## src/design/rgb_led_pwm_with_hsv_macros.svh

```systemverilog
// ----------------------------------------------------------------------------
// rgb_led_pwm_with_hsv_macros.svh - assertion macros
// Clocked assertion helpers for the RGB PWM block. All of them sample on
// aclk and are disabled while aresetn is low. Define NO_ASSERTIONS to drop
// them.
// ----------------------------------------------------------------------------
`ifndef RGB_LED_PWM_WITH_HSV_MACROS_SVH
`define RGB_LED_PWM_WITH_HSV_MACROS_SVH

`ifndef NO_ASSERTIONS

// Antecedent and consequent in the same cycle.
`define RLPH_ASSERT_SAME(name, ante, cons) \
    name: assert property (@(posedge aclk) disable iff (!aresetn) \
        (ante) |-> (cons)) else $error("assertion failed: same-cycle check");

// Consequent in the cycle after the antecedent.
`define RLPH_ASSERT_NEXT(name, ante, cons) \
    name: assert property (@(posedge aclk) disable iff (!aresetn) \
        (ante) |=> (cons)) else $error("assertion failed: next-cycle check");

`else

`define RLPH_ASSERT_SAME(name, ante, cons)
`define RLPH_ASSERT_NEXT(name, ante, cons)

`endif

`endif

```

## src/design/rlph_pkg.sv

```systemverilog
// ----------------------------------------------------------------------------
// rlph_pkg - shared types and constants
// Item kinds, configuration indexes, the unpacked input item and the
// controller-to-datapath command group.
// ----------------------------------------------------------------------------
package rlph_pkg;

    typedef enum logic [1:0] {
        OP_TICK = 2'd0,
        OP_LED  = 2'd1,
        OP_RGB  = 2'd2,
        OP_HSV  = 2'd3
    } rlph_opcode_t;

    localparam logic [0:0] CFG_ON_DUTY = 1'b0;
    localparam logic [0:0] CFG_PERIOD  = 1'b1;

    localparam logic [7:0] ON_DUTY_RESET = 8'd30;
    localparam logic [7:0] PERIOD_RESET  = 8'd255;

    localparam logic [1:0] LED_RED   = 2'd0;
    localparam logic [1:0] LED_GREEN = 2'd1;
    localparam logic [1:0] LED_BLUE  = 2'd2;

    localparam logic [7:0] HUE_SECTOR = 8'd43;
    localparam logic [7:0] REM_SCALE  = 8'd6;
    localparam logic [7:0] FULL_SCALE = 8'd255;

    typedef struct packed {
        logic [1:0] led_index;
        logic       led_on;
        logic [7:0] red;
        logic [7:0] green;
        logic [7:0] blue;
        logic [7:0] hue;
        logic [7:0] saturation;
        logic [7:0] brightness;
    } rlph_item_t;

    typedef struct packed {
        logic load_simple;  // apply tick / LED / RGB item, load result
        logic latch_hsv;    // capture HSV operands, region and remainder
        logic mul_step;     // first multiply rank
        logic finish_hsv;   // second multiply rank, write duties, load result
    } rlph_cmd_t;

endpackage

```

## src/design/rlph_ctrl.sv

```systemverilog
// ----------------------------------------------------------------------------
// rlph_ctrl - sequencing controller
// Accepts items, steps HSV items through the two multiply ranks and tracks
// the output register.
// ----------------------------------------------------------------------------
module rlph_ctrl
    import rlph_pkg::*;
(
    input  logic         aclk,
    input  logic         aresetn,
    input  logic         s_tvalid,
    output logic         s_tready,
    input  rlph_opcode_t opcode,
    output logic         m_tvalid,
    input  logic         m_tready,
    output rlph_cmd_t    cmd
);

    typedef enum logic [1:0] {
        ST_IDLE,
        ST_MUL1,
        ST_MUL2
    } state_t;

    state_t state_reg, state_next;
    logic   out_valid_reg, out_valid_next;
    logic   out_free;
    logic   accept;

    assign out_free = !out_valid_reg || m_tready;
    assign s_tready = (state_reg == ST_IDLE) && out_free;
    assign accept   = s_tvalid && s_tready;
    assign m_tvalid = out_valid_reg;

    always_comb begin
        cmd.load_simple = accept && (opcode != OP_HSV);
        cmd.latch_hsv   = accept && (opcode == OP_HSV);
        cmd.mul_step    = (state_reg == ST_MUL1);
        cmd.finish_hsv  = (state_reg == ST_MUL2) && out_free;
    end

    always_comb begin
        state_next = state_reg;
        case (state_reg)
            ST_IDLE: begin
                if (cmd.latch_hsv) begin
                    state_next = ST_MUL1;
                end
            end
            ST_MUL1: begin
                state_next = ST_MUL2;
            end
            ST_MUL2: begin
                if (cmd.finish_hsv) begin
                    state_next = ST_IDLE;
                end
            end
            default: begin
                state_next = ST_IDLE;
            end
        endcase

        if (cmd.load_simple || cmd.finish_hsv) begin
            out_valid_next = 1'b1;
        end else if (m_tready) begin
            out_valid_next = 1'b0;
        end else begin
            out_valid_next = out_valid_reg;
        end
    end

    always_ff @(posedge aclk) begin
        if (!aresetn) begin
            state_reg     <= ST_IDLE;
            out_valid_reg <= 1'b0;
        end else begin
            state_reg     <= state_next;
            out_valid_reg <= out_valid_next;
        end
    end

endmodule

```

## src/design/rlph_dpath.sv

```systemverilog
// ----------------------------------------------------------------------------
// rlph_dpath - PWM counter, duty registers and HSV arithmetic
// Holds configuration, the counter and duties, the HSV pipeline registers
// and the output payload register.
// ----------------------------------------------------------------------------
module rlph_dpath
    import rlph_pkg::*;
#(
    parameter int COUNT_BITS = 8
) (
    input  logic         aclk,
    input  logic         aresetn,
    input  logic         cfg_we,
    input  logic [0:0]   cfg_addr,
    input  logic [7:0]   cfg_wdata,
    input  rlph_opcode_t opcode,
    input  rlph_item_t   item,
    input  rlph_cmd_t    cmd,
    output logic [31:0]  out_data
);

    logic [7:0]            on_duty_reg, period_reg;
    logic [COUNT_BITS-1:0] count_reg, count_next;
    logic [7:0]            duty_r_reg, duty_g_reg, duty_b_reg;
    logic [7:0]            duty_r_next, duty_g_next, duty_b_next;
    logic [2:0]            pins_next;
    logic [2:0]            pins_reg;

    // HSV pipeline
    logic [2:0]  region_next, region_reg;
    logic [7:0]  rem_next, rem_reg;
    logic [7:0]  sat_reg, val_reg;
    logic [7:0]  p_reg, sx_reg, sy_reg;
    logic [15:0] p_prod, sx_prod, sy_prod, q_prod, t_prod;
    logic [7:0]  q_val, t_val;
    logic [5:0]  diff;
    logic [15:0] rem_full;
    logic [7:0]  led_duty;

    // Region = hue / 43 by a compare chain over the sector bounds.
    always_comb begin
        if (item.hue >= 8'(5 * HUE_SECTOR)) begin
            region_next = 3'd5;
        end else if (item.hue >= 8'(4 * HUE_SECTOR)) begin
            region_next = 3'd4;
        end else if (item.hue >= 8'(3 * HUE_SECTOR)) begin
            region_next = 3'd3;
        end else if (item.hue >= 8'(2 * HUE_SECTOR)) begin
            region_next = 3'd2;
        end else if (item.hue >= HUE_SECTOR) begin
            region_next = 3'd1;
        end else begin
            region_next = 3'd0;
        end
        diff     = 6'(item.hue - 8'(8'(region_next) * HUE_SECTOR));
        rem_full = 16'(diff) * 16'(REM_SCALE);
        rem_next = rem_full[7:0];
    end

    assign p_prod  = 16'(val_reg) * 16'(FULL_SCALE - sat_reg);
    assign sx_prod = 16'(sat_reg) * 16'(rem_reg);
    assign sy_prod = 16'(sat_reg) * 16'(FULL_SCALE - rem_reg);
    assign q_prod  = 16'(val_reg) * 16'(FULL_SCALE - sx_reg);
    assign t_prod  = 16'(val_reg) * 16'(FULL_SCALE - sy_reg);
    assign q_val   = q_prod[15:8];
    assign t_val   = t_prod[15:8];

    assign led_duty = item.led_on ? on_duty_reg : 8'd0;

    always_comb begin
        duty_r_next = duty_r_reg;
        duty_g_next = duty_g_reg;
        duty_b_next = duty_b_reg;
        count_next  = count_reg;
        pins_next   = 3'b000;

        if (cmd.load_simple) begin
            case (opcode)
                OP_TICK: begin
                    pins_next[0] = count_reg < COUNT_BITS'(duty_r_reg);
                    pins_next[1] = count_reg < COUNT_BITS'(duty_g_reg);
                    pins_next[2] = count_reg < COUNT_BITS'(duty_b_reg);
                    if (count_reg >= COUNT_BITS'(period_reg)) begin
                        count_next = '0;
                    end else begin
                        count_next = count_reg + COUNT_BITS'(1);
                    end
                end
                OP_LED: begin
                    case (item.led_index)
                        LED_RED:   duty_r_next = led_duty;
                        LED_GREEN: duty_g_next = led_duty;
                        LED_BLUE:  duty_b_next = led_duty;
                        default: begin
                            // unused channel: change nothing
                        end
                    endcase
                end
                OP_RGB: begin
                    duty_r_next = item.red;
                    duty_g_next = item.green;
                    duty_b_next = item.blue;
                end
                default: begin
                end
            endcase
        end else if (cmd.finish_hsv) begin
            if (sat_reg == 8'd0) begin
                duty_r_next = val_reg;
                duty_g_next = val_reg;
                duty_b_next = val_reg;
            end else begin
                case (region_reg)
                    3'd0: begin
                        duty_r_next = val_reg; duty_g_next = t_val; duty_b_next = p_reg;
                    end
                    3'd1: begin
                        duty_r_next = q_val; duty_g_next = val_reg; duty_b_next = p_reg;
                    end
                    3'd2: begin
                        duty_r_next = p_reg; duty_g_next = val_reg; duty_b_next = t_val;
                    end
                    3'd3: begin
                        duty_r_next = p_reg; duty_g_next = q_val; duty_b_next = val_reg;
                    end
                    3'd4: begin
                        duty_r_next = t_val; duty_g_next = p_reg; duty_b_next = val_reg;
                    end
                    default: begin
                        duty_r_next = val_reg; duty_g_next = p_reg; duty_b_next = q_val;
                    end
                endcase
            end
        end
    end

    always_ff @(posedge aclk) begin
        if (!aresetn) begin
            on_duty_reg <= ON_DUTY_RESET;
            period_reg  <= PERIOD_RESET;
            count_reg   <= '0;
            duty_r_reg  <= 8'd0;
            duty_g_reg  <= 8'd0;
            duty_b_reg  <= 8'd0;
        end else begin
            if (cfg_we) begin
                case (cfg_addr)
                    CFG_ON_DUTY: on_duty_reg <= cfg_wdata;
                    CFG_PERIOD:  period_reg  <= cfg_wdata;
                    default: begin
                    end
                endcase
            end
            count_reg  <= count_next;
            duty_r_reg <= duty_r_next;
            duty_g_reg <= duty_g_next;
            duty_b_reg <= duty_b_next;
        end
    end

    // Payload registers: no reset needed.
    always_ff @(posedge aclk) begin
        if (cmd.latch_hsv) begin
            region_reg <= region_next;
            rem_reg    <= rem_next;
            sat_reg    <= item.saturation;
            val_reg    <= item.brightness;
        end
        if (cmd.mul_step) begin
            p_reg  <= p_prod[15:8];
            sx_reg <= sx_prod[15:8];
            sy_reg <= sy_prod[15:8];
        end
        if (cmd.load_simple || cmd.finish_hsv) begin
            pins_reg <= pins_next;
        end
    end

    // Duty fields of the result mirror the duty registers after the item.
    assign out_data = {5'b00000, duty_b_reg, duty_g_reg, duty_r_reg, pins_reg};

endmodule

```

## src/design/rgb_led_pwm_with_hsv.sv

```systemverilog
// ----------------------------------------------------------------------------
// rgb_led_pwm_with_hsv - three-channel PWM driver with HSV color loading
// Top level: unpacks stream items, joins controller and datapath.
// ----------------------------------------------------------------------------
// Usage:
//   Items arrive on the s_ stream; s_tuser carries the item kind (tick,
//   single LED on/off, raw RGB, HSV). Each item yields exactly one result on
//   the m_ stream: the three PWM pin levels (zero unless the item is a tick)
//   and the three duties as they stand after the item.
//   Tick, LED and RGB items: the result is valid the cycle after
//   acceptance and a new item is taken every cycle while the output
//   register drains. HSV items pass the operand/region latch, then the
//   first and the second rank of the 8x8 multiplier chain, the second
//   writing the duties. Configuration goes through cfg_we/cfg_addr/
//   cfg_wdata (0 on_duty, 1 period); the user must write it only while
//   the block is idle, and the block itself does not enforce this.
//   Reset: counter and duties clear to zero, on_duty loads 30, period 255,
//   no result is pending.
//   Stall: while m_tready is low a pending result holds in the output
//   register and s_tready drops; an HSV item already in the multipliers
//   finishes only when the output register is free, and its result holds.
// ----------------------------------------------------------------------------
`include "rgb_led_pwm_with_hsv_macros.svh"

module rgb_led_pwm_with_hsv
    import rlph_pkg::*;
#(
    parameter int COUNT_BITS = 8
) (
    input  logic        aclk,
    input  logic        aresetn,

    // Configuration write port
    input  logic        cfg_we,
    input  logic [0:0]  cfg_addr,
    input  logic [7:0]  cfg_wdata,

    // Input stream
    input  logic        s_tvalid,
    output logic        s_tready,
    // led_index[1:0], led_on[2], red[10:3], green[18:11], blue[26:19],
    // hue[34:27], saturation[42:35], brightness[50:43], zero fill above
    input  logic [55:0] s_tdata,
    // opcode[1:0]
    input  logic [1:0]  s_tuser,

    // Result stream
    output logic        m_tvalid,
    input  logic        m_tready,
    // pin_red[0], pin_green[1], pin_blue[2], duty_red_now[10:3],
    // duty_green_now[18:11], duty_blue_now[26:19], zero fill above
    output logic [31:0] m_tdata
);

    rlph_opcode_t opcode;
    rlph_item_t   item;
    rlph_cmd_t    cmd;

    // Unpack the item fields from the stream word.
    assign opcode = rlph_opcode_t'(s_tuser);
    assign item   = '{
        led_index:  s_tdata[1:0],
        led_on:     s_tdata[2],
        red:        s_tdata[10:3],
        green:      s_tdata[18:11],
        blue:       s_tdata[26:19],
        hue:        s_tdata[34:27],
        saturation: s_tdata[42:35],
        brightness: s_tdata[50:43]
    };

    rlph_ctrl u_ctrl (
        .aclk     (aclk),
        .aresetn  (aresetn),
        .s_tvalid (s_tvalid),
        .s_tready (s_tready),
        .opcode   (opcode),
        .m_tvalid (m_tvalid),
        .m_tready (m_tready),
        .cmd      (cmd)
    );

    rlph_dpath #(
        .COUNT_BITS (COUNT_BITS)
    ) u_dpath (
        .aclk      (aclk),
        .aresetn   (aresetn),
        .cfg_we    (cfg_we),
        .cfg_addr  (cfg_addr),
        .cfg_wdata (cfg_wdata),
        .opcode    (opcode),
        .item      (item),
        .cmd       (cmd),
        .out_data  (m_tdata)
    );

    // An HSV item blocks the input while it works through the multipliers.
    `RLPH_ASSERT_NEXT(a_hsv_blocks_input, s_tvalid && s_tready && (s_tuser == OP_HSV), !s_tready)

    // A tick, LED or RGB item always has its result ready the following cycle.
    `RLPH_ASSERT_NEXT(a_simple_result_next, s_tvalid && s_tready && (s_tuser != OP_HSV), m_tvalid)

    // RGB items, which are not ticks, never drive the pins high.
    `RLPH_ASSERT_NEXT(a_pins_low_non_tick, s_tvalid && s_tready && (s_tuser == OP_RGB), m_tdata[2:0] == 3'b000)

    // The controller never accepts an item in the same cycle as an HSV multiply or finish step.
    `RLPH_ASSERT_SAME(a_single_load, cmd.load_simple || cmd.latch_hsv, !cmd.finish_hsv && !cmd.mul_step)

endmodule
```

## config.mk

```make
export PLATFORM = sky130hd
export DESIGN_NAME = rgb_led_pwm_with_hsv
export DESIGN_NICKNAME = d
export VERILOG_FILES = /design/src/design/rlph_pkg.sv /design/src/design/rlph_ctrl.sv /design/src/design/rlph_dpath.sv /design/src/design/rgb_led_pwm_with_hsv.sv
export VERILOG_INCLUDE_DIRS = /design/src /design/src/design
export SDC_FILE = /design/constraint.sdc
export NUM_CORES = 1
export LEC_CHECK = 0
export ABC_CLOCK_PERIOD_IN_PS = 12800
export BUFFER_PORTS_ARGS = -buffer_cell sky130_fd_sc_hd__clkbuf_2
export CORE_MARGIN = 2
export CORE_UTILIZATION = 45
export DETAILED_ROUTE_END_ITERATION = 8
export PLACE_DENSITY = 0.66
export SLEW_MARGIN = 20
export SYNTH_ARGS = -nofsm -noshare
export SYNTH_HDL_FRONTEND = slang
export SYNTH_SLANG_ARGS = --single-unit
```

## constraint.sdc

```tcl
create_clock -name aclk -period 12.8 [get_ports aclk]
set_input_delay 0 -clock aclk [delete_from_list [all_inputs] [get_ports aclk]]
set_output_delay 0 -clock aclk [all_outputs]
set_load 0.02 [all_outputs]
```

* After elaboration in Yosys (flattened, before gate mapping)
Cells that the tools add are included.
Word-level totals: output and inout port bits 34, bits of input ports 72, ROM bits 0, logic and storage cells 113, memories kept 0, bits in latches 0, memory bits (writable) 0, register bits 104
Operators by class: muxes and demuxes 30, shift-type cells 0, add/sub/neg operators 6, $mul 7, div/mod/pow operators 0, equal/unequal tests 18, reductions and logical operators 26, $lt $le $gt $ge 9, bitwise operators 1
Operators with widths (count):
- $mux W8 | 14
- $pmux W8 S3 | 3
- $mul A8 B16 Y16 | 4
- $pmux W8 S2 | 3
- $sub A8 B8 Y9 const A | 4
- $ge A8 B8 Y1 const B | 3
- $lt A8 B8 Y1 | 3
- $mul A8 B7 Y15 | 1
- $mux W3 | 4
- $ne A3 B3 Y1 const B | 4
- $reduce_and A3 Y1 | 3
- $add A8 B1 Y8 const B | 1
- $eq A2 B2 Y1 const B | 4
- $ge A8 B6 Y1 const B | 1
- $ge A8 B7 Y1 const B | 1
- $ge A8 B8 Y1 | 1
- $logic_not A8 Y1 | 1
- $reduce_and A2 Y1 | 4
- $reduce_or A2 Y1 | 4
- $mul A6 B2 Y7 const B | 1
- $eq A2 B1 Y1 const B | 3
- $eq A3 B2 Y1 const B | 2
- $logic_not A2 Y1 | 3
- $mul A3 B6 Y6 const B | 1
- 14 further kinds | 24

* Logic depth before layout (Yosys ltp)
Gate-level depths: netlist of run 1.
depth after elaboration 9, gate-level depth with buffers 20, depth with buffers taken out 19

* Hierarchy
A second synthesis of run 1 with hierarchy kept.
Unflattened totals: cell total of the unflattened synthesis 1809, area, all modules 15695.1 sq um
Modules (own cells, without submodules):
- rlph_dpath | area an instance 15522.4 sq um, times used 1, seq. area each 2552.4 sq um, cells an instance 1788
- rlph_ctrl | area an instance 172.7 sq um, times used 1, seq. area each 60.1 sq um, cells an instance 21

* Worst setup path after synthesis of run 1
No wires, ideal clock.
path kind register to register, from reg u_dpath.val_reg[7], to reg u_dpath.duty_b_reg[5], setup slack 7.642 ns, data required time 12.714 ns, arrival time 5.072 ns, cell stages (with the launch flop) 19, buffers on the path 2, library setup time 0.086 ns, period minus slack after synthesis 5.158 ns, path through edfxtp_1 -> clkbuf_1 -> clkbuf_1 -> and2b_1 -> fa_1 -> fa_1 -> fa_1 -> inv_1 -> fa_1 -> inv_1 -> ha_1 -> nand3_1 -> o21ai_1 -> a211oi_2 -> or4_4 -> nand3_2 -> o22ai_1 -> a2111o_1 -> a221oi_2
On the way: longest elaborated chain between the ends 5, elaborated cells between the ends (all ways) 6, classes of those cells 2 x mul; 4 x mux
RTL lines:
- start, declared | line rlph_dpath.sv:32 | logic [7:0] sat_reg, val_reg;
- start signal, assigned | line rlph_dpath.sv:167 | val_reg <= item.brightness;
- $mul A8 B16 Y16, on equally long branches | line rlph_dpath.sv:63, rlph_dpath.sv:64
- $pmux W8 S3 * | line rlph_dpath.sv:113 | case (region_reg)
- $mux W8 * | line rlph_dpath.sv:108 | if (sat_reg == 8'd0) begin
- $mux W8 * | line rlph_dpath.sv:107 | end else if (cmd.finish_hsv) begin
- $mux W8 * | line rlph_dpath.sv:77 | if (cmd.load_simple) begin
- end signal, assigned | line rlph_dpath.sv:157 | duty_b_reg <= duty_b_next;
- end, declared | line rlph_dpath.sv:24 | logic [7:0] duty_r_reg, duty_g_reg, duty_b_reg;
Mark *: on every way between the ends. The rest lies on a longest branch, timed or not. The select of a mux whose other input is x is not followed. A chain may end at the register's enable or synchronous reset.

* Worst setup path in the final report of run 1
from reg u_dpath.val_reg[6], to reg u_dpath.duty_b_reg[5]
Same word-level chain as after synthesis.

==> results of run 1 <==
==> worst max-delay path, stage by stage, from the launching register on <==
cell       delay, ns
edfxtp_1        0.33
buf_4           0.35
nand2b_1        0.14
fa_1            0.51
fa_1            0.54
inv_1           0.06
fa_1            0.53
fa_1            0.51
ha_1            0.22
a2111oi_0       0.33
o21ai_1         0.23
a41o_1          0.32
a41oi_1         0.43
xnor2_1         0.25
o22ai_1         0.17
a2111o_1        0.49
a221oi_2        0.24
==> power by group through the flow <==
stage | registers, mW | clock network [mW] | logic [mW]
3_3_place_gp | 0.516 | 0 | 1.95
4_1_cts | 0.509 | 0.306 | 2.03
5_1_grt | 0.516 | 0.317 | 2.30
2_1_floorplan | 0.490 | 0 | 1.53
3_5_place_dp | 0.517 | 0 | 2.00
6_report | 0.510 | 0.299 | 2.01
==> layout make-up <==
cell class	count	share of cell area [%]
multi-input cells	1287	68.2
inverters	275	6.07
clock buffers	9	1.32
well taps	455	3.35
repair buffers	140	5.18
flip-flops and latches	104	15.4
clock inverters	7	0.537
==> placed cells by master, fill, tap and decap left out, drive strengths merged, types with 36 or more instances in the layout <==
master | Yosys | routed
a21oi | 73 | 73
edfxtp | 53 | 53
ha | 207 | 207
nand2 | 129 | 129
clkbuf | 79 | 104
inv | 274 | 278
dfxtp | 51 | 51
fa | 172 | 172
a21o | 36 | 36
nor2 | 53 | 53
nand2b | 91 | 91
nor2b | 158 | 158
xnor2 | 38 | 38
==> through the flow <==
| stage | cell area (sq um) | instances | utilization, % | setup slack [ns] | hold slack (ns) |
|---|---|---|---|---|---|
| final | 17000 | 2277 | 49.6 | 7.06 | 0.0203 |
| after global routing | 17000 | 2277 | 49.6 | 6.80 | 0.0465 |
| after CTS | 17000 | 2277 | 49.6 | 7.07 | 0.0140 |
| after detailed placement | 16400 | 2234 | 47.8 | 7.13 | 0.179 |
| after global placement | 16400 | 2234 | 47.8 | 7.20 | 0.177 |
| after floorplan | 15600 | 1751 | - | 7.64 | 0.0989 |
==> per-layer routing <==
metal	share of wire, %	vias up	track usage (%)
met5	0	-	0
met4	2.5	0	6.23
met3	4.5	52	2.49
met2	48	295	37.2
met1	45	6057	28.4
li1	-	5880	-
==> final timing paths <==
| check | start | to | cells past startpoint |
|---|---|---|---|
| min | cfg_addr | u_dpath.on_duty_reg[7]$_SDFFE_PN0P_ | 4 |
| max | u_dpath.val_reg[6]$_DFFE_PP_ | u_dpath.duty_b_reg[5]$_SDFFE_PN0P_ | 16 |
| min reg2reg | u_dpath.on_duty_reg[7]$_SDFFE_PN0P_ | u_dpath.on_duty_reg[7]$_SDFFE_PN0P_ | 2 |
| max reg2reg | u_dpath.val_reg[6]$_DFFE_PP_ | u_dpath.duty_b_reg[5]$_SDFFE_PN0P_ | 16 |
==> logic make-up (layout without fill, tap and decap cells) <==
group           count (synthesis)  count (layout)  synth area share, %
simple gates                  558             558                 19.5
fa+ha+maj                     379             379                 38.8
compound gates                281             281                 12.4
mux                             3               3                0.201
flops                         104             104                 16.8
other cells                     1               5               0.0241
xor+xnor                       61              61                 3.44
buf+inv                       360             431                 8.82
==> metrics.md, run 1 <==
| Metric | Value |
|---|---|
| Int Pwr | `1.44 mW` |
| Clock Power Share | `10.6%` |
| Cell variety after synth | `80` |
| Vias in the first global route | `12500` |
| ANT cells | `0` |
| Num rows | `68` |
| TNS Setup | `0 ns` |
| CP startpoint kind | `flop` |
| Fmax | `0.174 GHz` |
| DIE AREA | `36000 sq um` |
| Max IR drop VDD | `0.161 mV` |
| Period Utilization, post-route | `44.8%` |
| Synth Cell Area | `15500 sq um` |
| Clock sink count | `104` |
| Layout area overhead | `9.35%` |
| Register area share after synthesis | `16.8%` |
| Routability-driven placement congestion ratio | `0.937` |
| Static leakage | `8.14 nW` |
| CP max FO | `28` |
| Warnings from Yosys | `0` |
| Worst path required time | `13.09 ns` |
| Initial DRC count | `669` |
| Top-count cell post-synth | `inv_1` |
| Remaining antenna violation count | `0` |
| Wirelength, routed | `37.5 mm` |
| Mapped Cells | `1747` |
| Status | `finished clean` |
| Mapped Avg Cell Area | `8.90 sq um` |
| First-pass GRT wire length | `62.5 mm` |
| Share of the synthesized area in the top cell type | `22.2%` |
| Nets | `2268` |
| Seq pwr share | `18.1%` |
| Vias per std cell | `5.39` |
| DP HPWL | `28.5 mm` |
| Comb power frac | `71.2%` |
| Footprint of the multi-input gates | `11600 sq um` |
| Vias post-DR | `12300` |
| Grt total ovfl | `0` |
| Asr flop ratio synth | `0%` |
| Initial antenna violation count | `0` |
| DR DRC count | `0` |
| Synth Flop Type | `edfxtp_1` |
| Die width | `190 um` |
| WS Path Type | `flop to flop` |
| Slew @ Worst Pin | `0.995 ns` |
| PwrDens | `166 nW/um^2` |
| Wire per inst | `16.5 um` |
| IO buf count | `95` |
| Crit path time final | `5.74 ns` |
| Yosys reg bits | `104` |
| Worst skew pair latency | `0.38 ns` |
| Type of the most critical hold path | `input port to flop` |
| Crit path DAT | `6.03 ns` |
| Post-CTS setup buffers | `0` |
| Number of filler cells placed in the layout | `3224` |
| FF+latch area | `2610 sq um` |
| Hold Vio Cnt, Final | `0` |
| Slew headroom | `33.5%` |
| Post_cts resized | `0` |
| CTS root buf | `clkbuf_16` |
| H-tree depth | `3` |
| Top cells by count, synth | `274 x inv_1, 207 x ha_1, 172 x fa_1` |
| Largest net degree at the start of global routing | `30` |
| Worst Setup End Kind | `flop` |
| Synth area leader | `fa_1` |
| Deepest clock path buffer count | `2` |
| TritonRoute pass-1 iters | `6` |
| TritonCTS clock tree | `built` |
| Max-Cap Viols | `0` |
| RSZ-0062 raised after global routing | `no` |
| Share of post-route cells with drive strength above 1 | `8.12%` |
| Sw Pwr | `1.38 mW` |
| Core area | `34300 sq um` |
| Power Total | `2.81 mW` |
| Max-slew violation count | `0` |
| Post-synth EDFFs | `53` |
| CTS clock-pin slew for the worst setup and hold paths | `0.08 ns` |
| Sw frac | `48.9%` |
| Initial core utilization | `45.3%` |
| Synth top area cells | `fa_1 22%, ha_1 17%, edfxtp_1 10%, inv_1 6.6%, dfxtp_1 6.6%` |
| Final setup vio count | `0` |
| Top Ports | `106` |
| R2R setup slack | `7.06 ns` |
| Setup Skew | `0.0189 ns` |
| # hold bufs at CTS | `27` |
| GRT Util Overall | `21.5%` |
| Die height | `190 um` |
| CTS Buf Count | `9` |
No activity file was read; power rests on OpenSTA's default activity.
==> inputs of run 2 (changes only) <==
Settings changed: ABC_CLOCK_PERIOD_IN_PS 12800 to 4750, PLACE_DENSITY 0.66 to 0.69.
Clock period 12.8 ns to 4.75 ns, I/O delays scaled along.
==> run 2 against run 1 <==
Compared with the run above: clock skew decreased by 0.00092 ns; non-clock buffer count increased by 117; highest routed layer unchanged; core utilization increased by 4.7 points; clock power increased to 2.7 times the previous value; sequential share of layout area decreased by 1.3 points; global-route usage increased by 1.6 points; critical path type unchanged; clock-buffer cell count unchanged; worst setup slack got worse by 7.2 ns; critical path depth increased by 1; cell count increased by 5.1%; the run now ends with setup timing left.
==> metrics.md, run 2 (synthesis results as in run 1) <==
| Metric | Value |
|---|---|
| Remaining antenna violation count | `0` |
| Core Util, Final | `54.3%` |
| Worst Setup End Kind | `flop` |
| ANT cells | `0` |
| CTS Buf Count | `9` |
| Pre-CTS WS | `-0.253 ns` |
| Vias per std cell | `5.34` |
| CP max FO | `6` |
| TritonRoute pass-1 iters | `5` |
| Core area | `34300 sq um` |
| GRT Util Overall | `23.2%` |
| Slew @ Worst Pin | `1.13 ns` |
| Number of filler cells placed in the layout | `3045` |
| Crit path DAT | `5.23 ns` |
| Final setup vio count | `14` |
| Largest net degree at the start of global routing | `30` |
| Die width | `190 um` |
| RSZ-0062 raised after global routing | `yes` |
| Period Utilization, post-route | `104%` |
| Crit-path cells | `buf_6, nor2b_1, fa_2, fa_1, inv_2, fa_1, inv_2, fa_1, ha_4, a2111oi_4, o21ai_1, a41o_1, a41oi_4, xnor2_2, o22ai_2, a2111o_1, a221oi_2` |
| TritonCTS clock tree | `built` |
| Vias in the first global route | `13300` |
| Power Total | `9.36 mW` |
| DIE AREA | `36000 sq um` |
| Hold EP | `u_dpath.on_duty_reg[0]$_SDFFE_PN0P_` |
| Share of post-route cells with drive strength above 1 | `18.5%` |
| Buf+Inv Stages, Crit Path | `3` |
| Max-slew violation count | `0` |
| H-tree depth | `3` |
| Deepest clock path buffer count | `2` |
| CP startpoint kind | `flop` |
| Top Ports | `106` |
| Fin area | `18600 sq um` |
| Type of the most critical hold path | `input port to flop` |
| R2R depth | `17` |
| Setup Skew | `0.0180 ns` |
| Grt total ovfl | `0` |
| Nets | `2385` |
| Crit path time final | `4.93 ns` |
| Worst path required time | `5.05 ns` |
| R2R Path Start | `u_dpath.val_reg[4]$_DFFE_PP_` |
| R2r endpoint | `u_dpath.duty_b_reg[5]$_SDFFE_PN0P_` |
| Slowest-stage cell, CP | `fa_1` |
| Wirelength, routed | `41.0 mm` |
| Delay-heaviest family, CP | `adder cells` |
| Status | `complete, but fails checks` |
| Cell Count Post-Placement | `2322` |
| Die height | `190 um` |
| Clock sink count | `104` |
| Initial antenna violation count | `0` |
| CTS root buf | `clkbuf_16` |
| Commonest non-fill, non-tap cells in the layout | `265 x inv_1, 196 x ha_1, 166 x fa_1, 147 x nor2b_1, 127 x nand2_1` |
| Slew headroom | `24.4%` |
| Non-filler cells, final | `2394` |
| TNS Setup | `-1.24 ns` |
| Routability-driven placement congestion ratio | `0.941` |
| Initial core utilization | `45.3%` |
| Fmax | `0.203 GHz` |
| CTS clock-pin slew for the worst setup and hold paths | `0.09 ns` |
| Hold_sp | `cfg_addr` |
| Wire per inst | `17.1 um` |
| R2R setup slack | `-0.18 ns` |
| First-pass GRT wire length | `66.7 mm` |
| Layout area overhead | `19.8%` |
| PwrDens | `503 nW/um^2` |
| Max-Cap Viols | `0` |
| DR DRC count | `0` |
| WS Path Type | `flop to flop` |
| Critical path's most frequent cell | `fa_1` |
| CP max stage delay | `0.51 ns` |
| Max IR drop VDD | `0.350 mV` |
| Worst skew pair latency | `0.38 ns` |
| Worst Slack Setup Final | `-0.182 ns` |
| Placed instance area | `17200 sq um` |
| Hold slack | `0.0229 ns` |
| Num rows | `68` |
| Most common cell after layout, fill and taps aside | `inv_1` |
| Hold Vio Cnt, Final | `0` |
| Initial DRC count | `825` |
| IO buf count | `95` |
| Static leakage | `8.88 nW` |
| DP HPWL | `32.1 mm` |
| Hold Path Cell Cnt | `4` |
| Vias post-DR | `12800` |
| Failing checks | `setup timing` |
==> run 2: changes by cell type in the layout (fill, tap and decap cells not counted), moves of 7 or more <==
cell,previous run,this run
ha_1,207,196
ha_4,0,8
buf_4,18,117
a21oi_2,0,7
inv_1,274,265
nor2b_1,156,147
xnor2_1,38,31
inv_2,0,9
buf_6,0,8
a21oi_1,73,64
==> run 2: tightest hold or removal path, cell delays in order <==
cell and delay, ns:
clkbuf_2 0.09, nor2b_1 0.11, nand2_1 0.11, a21oi_1 0.05
==> run 2: cell type report <==
type	count	area (sq um)	share of cell area, %
multi-input cells	1287	12200	65.5
flip-flops and latches	104	2610	14.0
repair buffers	257	1900	10.2
inverters	275	1030	5.54
well taps	455	569	3.06
clock buffers	9	225	1.21
clock inverters	7	88.8	0.477
==> run 2: routing by layer <==
metal  track usage [%]  wire, um  vias up
met5                 0         0        -
met4              7.57      1140        0
met3              2.84      2140       82
met2              40.5     20000      382
met1              29.7     17700     6197
li1                  -         -     6121
==> run 2: worst max path at each step <==
stage          cells after the start                    startpoint  slack (ns)                                  to
6_report                          17  u_dpath.val_reg[4]$_DFFE_PP_       -0.18  u_dpath.duty_b_reg[5]$_SDFFE_PN0P_
2_1_floorplan                     18  u_dpath.val_reg[4]$_DFFE_PP_       -0.05  u_dpath.duty_b_reg[5]$_SDFFE_PN0P_
5_1_grt                           19  u_dpath.val_reg[3]$_DFFE_PP_       -0.31  u_dpath.duty_r_reg[7]$_SDFFE_PN0P_
3_5_place_dp                      16  u_dpath.val_reg[4]$_DFFE_PP_       -0.25  u_dpath.duty_g_reg[3]$_SDFFE_PN0P_
4_1_cts                           17  u_dpath.val_reg[2]$_DFFE_PP_       -0.18  u_dpath.duty_b_reg[5]$_SDFFE_PN0P_
3_3_place_gp                      16  u_dpath.val_reg[4]$_DFFE_PP_       -0.16  u_dpath.duty_g_reg[3]$_SDFFE_PN0P_
==> run 2: power by group <==
part / internal, mW / leakage (nW) / switching [mW]
clock: 0.387 / 0.154 / 0.425
sequential: 1.20 / 0.901 / 0.0720
combinational: 3.42 / 7.83 / 3.85
total: 5.01 / 8.88 / 4.35
==> run 2: what timing repair did <==
item,CTS,global route
resized for setup,50,81
hold buffers,28,0
pin swaps,40,91
setup endpoints to repair,25,31
setup buffers,14,15
endpoints found under the hold margin,34,0
cloned,2,0
